<file path="src/sv/assert_macros.svh">
// Assertion macros for the RTL.
// No dependencies; taken in by `include.
`ifndef ASSERT_MACROS_SVH
`define ASSERT_MACROS_SVH

// antecedent implies consequent in the same cycle
`define ASSERT_IMPLY(lbl, clk, rstn, ante, cons) \
	lbl: assert property (@(posedge clk) disable iff (!rstn) (ante) |-> (cons)) \
		else $error("assertion failed: implication");

// antecedent implies consequent in the next cycle
`define ASSERT_NEXT(lbl, clk, rstn, ante, cons) \
	lbl: assert property (@(posedge clk) disable iff (!rstn) (ante) |=> (cons)) \
		else $error("assertion failed: next-cycle implication");

`endif

</file>
<file path="src/sv/prr_pkg.sv">
// Types and constants of the polynomial ray reconstruction unit.
// No dependencies.
`default_nettype none
package prr_pkg;

	localparam int MAX_TERMS_DEF = 256;
	localparam int CNT_W = 9;
	// cm to metres: q = floor((8192*|raw| + 25) / 50) = round(|raw| * 2^14 / 100),
	// taken as round(n * CM2M_RECIP / 2^30) >> CM2M_SHIFT; CM2M_RECIP = ceil(2^51 / 50)
	localparam logic [63:0] CM2M_RECIP = 64'd45035996273705;
	localparam int CM2M_SHIFT = 21;

	typedef struct packed {
		logic action;
		logic [7:0] term_index;
		logic signed [47:0] coef_xptar;
		logic signed [47:0] coef_ytar;
		logic signed [47:0] coef_yptar;
		logic signed [47:0] coef_delta;
		logic [19:0] exponent_digits;
		logic signed [31:0] focal_x_cm;
		logic signed [31:0] focal_dx;
		logic signed [31:0] focal_y_cm;
		logic signed [31:0] focal_dy;
	} cmd_t;

	typedef struct packed {
		logic signed [47:0] xptar;
		logic signed [47:0] ytar_cm;
		logic signed [47:0] yptar;
		logic signed [47:0] delta_pct;
		logic status;
	} res_t;

	typedef struct packed {
		logic busy;
		logic done;
	} mul_stat_t;

endpackage
`default_nettype wire

</file>
<file path="src/sv/prr_mul.sv">
// Shared fixed-point multiplier: round(a*b / 2^30) with saturation.
// 64x64 magnitude product from four 32x32 partials; uses prr_pkg.
`default_nettype none
module prr_mul
	import prr_pkg::*;
(
	input wire logic clk,
	input wire logic arst_n,
	input wire logic go,
	input wire logic signed [63:0] a,
	input wire logic signed [63:0] b,
	input wire logic lim63,
	output mul_stat_t stat,
	output logic signed [63:0] y
);
	logic [63:0] ua_q, ub_q;
	logic neg_q, lim_q;
	logic [2:0] c_q;
	logic run_q, pv_q, fin_q, done_q;
	logic [63:0] prod_q;
	logic [6:0] sh_q;
	logic [127:0] acc_q;
	logic [31:0] pa, pb;
	logic [6:0] sh_n;
	logic [127:0] rsum;
	logic [63:0] q;
	logic sat;
	logic signed [63:0] y_n;

	always_comb begin
		pa = c_q[1] ? ua_q[63:32] : ua_q[31:0];
		pb = c_q[0] ? ub_q[63:32] : ub_q[31:0];
		case (c_q[1:0])
			2'd0: sh_n = 7'd0;
			2'd3: sh_n = 7'd64;
			default: sh_n = 7'd32;
		endcase
		rsum = acc_q + 128'h2000_0000;
		q = rsum[93:30];
		sat = (|rsum[127:94]) | (lim_q ? q[63] : (|q[63:62]));
		if (sat) begin
			if (lim_q) begin
				y_n = neg_q ? 64'sh8000_0000_0000_0000 : 64'sh7FFF_FFFF_FFFF_FFFF;
			end else begin
				y_n = neg_q ? 64'shC000_0000_0000_0000 : 64'sh3FFF_FFFF_FFFF_FFFF;
			end
		end else begin
			y_n = neg_q ? -$signed(q) : $signed(q);
		end
	end

	always_ff @(posedge clk or negedge arst_n) begin
		if (!arst_n) begin
			run_q <= 1'b0;
			pv_q <= 1'b0;
			fin_q <= 1'b0;
			done_q <= 1'b0;
			c_q <= '0;
		end else begin
			done_q <= 1'b0;
			fin_q <= 1'b0;
			if (go) begin
				ua_q <= a[63] ? (~a + 64'd1) : a;
				ub_q <= b[63] ? (~b + 64'd1) : b;
				neg_q <= a[63] ^ b[63];
				lim_q <= lim63;
				acc_q <= '0;
				c_q <= '0;
				run_q <= 1'b1;
				pv_q <= 1'b0;
			end else if (run_q) begin
				if (c_q != 3'd4) begin
					prod_q <= pa * pb;
					sh_q <= sh_n;
					pv_q <= 1'b1;
					c_q <= c_q + 3'd1;
				end else begin
					pv_q <= 1'b0;
					run_q <= 1'b0;
					fin_q <= 1'b1;
				end
				if (pv_q) begin
					acc_q <= acc_q + ({64'd0, prod_q} << sh_q);
				end
			end
			if (fin_q) begin
				y <= y_n;
				done_q <= 1'b1;
			end
		end
	end

	assign stat.busy = run_q | pv_q | fin_q;
	assign stat.done = done_q;
endmodule
`default_nettype wire

</file>
<file path="config.mk">
export PLATFORM = sky130hd
export DESIGN_NAME = prr_mul
export DESIGN_NICKNAME = d
export VERILOG_FILES = /design/src/sv/assert_macros.svh /design/src/sv/prr_pkg.sv /design/src/sv/prr_mul.sv
export SDC_FILE = /design/constraint.sdc
export NUM_CORES = 2
export LEC_CHECK = 0
export BUFFER_PORTS_ARGS = -buffer_cell sky130_fd_sc_hd__buf_2
export CAP_MARGIN = 15
export CORE_ASPECT_RATIO = 0.9
export CORE_MARGIN = 5
export CORE_UTILIZATION = 55
export CTS_BUF_LIST = sky130_fd_sc_hd__clkbuf_8
export CTS_CLUSTER_SIZE = 10
export DETAILED_ROUTE_END_ITERATION = 12
export HOLD_SLACK_MARGIN = 0.06
export PLACE_DENSITY_LB_ADDON = 0.25
export SLEW_MARGIN = 20
export SYNTH_ARGS = -nofsm -noshare
export SYNTH_HDL_FRONTEND = slang
export SYNTH_SLANG_ARGS = --single-unit
</file>
<file path="constraint.sdc">
create_clock -name clk -period 17.1 [get_ports clk]
set_input_delay 2.565 -clock clk [delete_from_list [all_inputs] [get_ports clk]]
set_output_delay 2.565 -clock clk [all_outputs]
set_load 0.05 [all_outputs]
</file>
==> metrics.md <==
| Metric | Value |
|---|---|
| I/O pin count | 198 |
| Post-synth top area share | 0.286 |
| Total GRT Usage | 0.372 |
| Mapped Cells | 7112 |
| Synth Warn # | 0 |
| Crit path max-delay cell type | mux2i_2 |
| Rows | 117 |
| Fmax | 94.8 MHz |
| Initial Util | 0.555 |
| Synthesized flop and latch total | 395 |
| Hold Buf Count CTS | 0 |
| FILL cells | 10181 |
| Status | complete, no violations |
| Adder-Cell Fraction of Synth Area | 0.365 |
| Area leader, netlist | fa_1 |
| Largest net degree at the start of global routing | 86 |
| Combinational family with the most area after synthesis | adder cells |
| Die width | 366 µm |
| Share of layout cells above drive strength 1 | 0.0754 |
| DRT Wirelength | 227 mm |
| CTS H-tree depth | 3 |
| Setup Fix Bufs, Post-CTS | 0 |
| Root cell of the clock tree | clkbuf_8 |
| Crit start category | flip-flop |
| Fin area | 0.0667 mm² |
| Top cells by count, synth | 940 x inv_1, 900 x nand2_1, 897 x fa_1 |
| Most frequent cell after synthesis | inv_1 |
| Worst slew pin tran | 1.15 ns |
| Max-capacitance violation count | 0 |
| R2R cell count | 30 |
| Die area | 0.121 mm² |
| Nets | 8518 |
| Hold Violations, Final | 0 |
| Hold_ws | 0.444 ns |
| Clk buf depth | 3 |
| FFs w/ async S/R, synth | 0.0177 |
| Vias in the first global route | 53920 |
| Register area share after synthesis | 0.188 |
| Post-synthesis average cell area | 8.84 µm² |
| Initial drt markers | 5919 |
| Reg-to-reg endpoint | prod_q[63] |
| Post-synth cell types | 82 |
| Slew headroom | 0.233 |
| HPWL after DPL | 179 mm |
| Post-synth top flop | edfxtp_1 |
| Net Count, Synth | 8537 |
| Area fraction in compound gates after synthesis | 0.116 |
| Crit share post-route | 0.617 |
| Crit path DAT | 11.06 ns |
| CTS tree | yes |
| Number of synthesized flops with an enable pin | 388 |
| Setup TNS | 0 ns |
| Worst-skew pair later-pin latency | 0.79 ns |
| Min-Delay Path Class | reg -> reg |
| Drt wl/cell | 26.2 µm |
| Setup violators final | 0 |
| XOR/XNOR Fraction of Synth Area | 0.0553 |
| Crit end category | flip-flop |
| Worst path required time | 17.61 ns |
| Core area | 0.113 mm² |
| Simple logic cell fraction of the synthesized area | 0.167 |
| Max-slew violations | 0 |
| PortBufs | 197 |
| GRT overflow | 0 |
| Initial antenna violation count | 24 |
| Final worst path period need | 10.55 ns |
| DR vias/cell | 6.23 |
| Die H | 331 µm |
| Drt drc | 0 |
| Slowest stage delay, CP | 0.85 ns |
| Flop2flop setup slack | 6.55 ns |
| CP Class | reg -> reg |
| Post-CTS sizing | 0 |
| Global-route wire length before repair | 338 mm |
| Layout Skew | 0.0795 ns |
| CTS Buf Count | 72 |
| RePlAce Congestion | 1.02 |
| Sink Count | 395 |
| Ranking of synthesized cells by area | fa_1 29%, edfxtp_1 19%, ha_1 7.9% |
| Worst reg2reg path startpoint | c_q[1] |
| Worst Setup SP | c_q[1] |
| Via count | 53957 |
| RSZ-0062 raised after global routing | false |
| Placed instance area | 0.0652 mm² |
| Clk pin slew, worst setup/hold paths | 0.06 ns |
| Area grow syn2layout | 6.08% |
| Maximum fanout along the worst path | 36 |
| Mux contribution to synthesized area | 0.0295 |
| Post-DRT Antenna Nets | 0 |
| Crit-path most repeated cell | fa_1 |
| DRT Pass-1 Iters | 8 |
| Post-Synthesis Cell Area | 0.0628 mm² |
| Crit path to | prod_q[63] |
## registers in the layout, summed over array words and instances (netlist names), 2 cells and up
signal  cells
acc_q     128
ub_q       64
y          64
prod_q     64
ua_q       64
sh_q        2
c_q         3
## kinds of logic (layout without fill, tap and decap cells)
| logic type | Yosys count | count (layout) |
|---|---|---|
| compound gates | 1160 | 1160 |
| xor+xnor | 397 | 397 |
| fa+ha+maj | 1293 | 1293 |
| buf+inv | 1317 | 1357 |
| flops | 395 | 395 |
| mux | 177 | 177 |
| other cells | 0 | 18 |
| simple gates | 2373 | 2373 |
## cells in the final DEF (no fill, tap or decap), types with 153 or more instances in the layout
cell type,instances
inv_1,958
nand2_1,899
fa_1,897
nor2_1,818
ha_1,396
edfxtp_1,388
a21oi_1,374
xnor2_1,277
o21ai_0,262
buf_2,195
a21o_1,153
## worst min path at each step
stage / from / end / slack, ns / cells after the start
2_1_floorplan: fin_q / done_q / 0.36 / 0
3_3_place_gp: fin_q / done_q / 0.43 / 0
3_5_place_dp: fin_q / done_q / 0.44 / 0
4_1_cts: fin_q / done_q / 0.45 / 0
5_1_grt: fin_q / done_q / 0.47 / 0
6_report: fin_q / done_q / 0.44 / 0
## final cells by class
cell class	instances	area [µm²]	share of cell area
sequential	395	11800	0.178
clock buffer	78	1070	0.0161
clock inverter	55	397	0.00595
inverter	940	3530	0.0529
timing repair buffer	284	1650	0.0247
antenna	18	45.0	0.000676
multi-input combinational	5400	46300	0.694
tap	1487	1860	0.0279
## stage by stage
stage	utilization	std cells	setup WS, ns
after global routing	0.588	8643	6.11
after global placement	0.575	8506	6.78
after detailed placement	0.575	8506	6.57
after floorplan	-	7112	7.93
after CTS	0.588	8639	6.64
final	0.588	8657	6.55
## per-layer routing
metal / vias up / wire length (µm) / track usage
li1: 23387 / - / -
met1: 26335 / 89100 / 0.502
met2: 3584 / 92700 / 0.535
met3: 633 / 32300 / 0.141
met4: 18 / 12200 / 0.167
met5: - / 108 / 0
## critical path: cells and delay by family, from the launching register on
kind                       cells  cell delay [ns]
adders and majority gates      9             4.64
buffers and inverters          6             1.12
xor gates and xnor gates       1             0.14
DFF                            1             0.78
and+or+nand+nor                2             0.19
AOI/OAI and AO/OA             11             2.58
muxes                          1             0.85
Power is not shown: default switching activity piles up to over one toggle a cycle in this logic, so the estimate is an artifact.
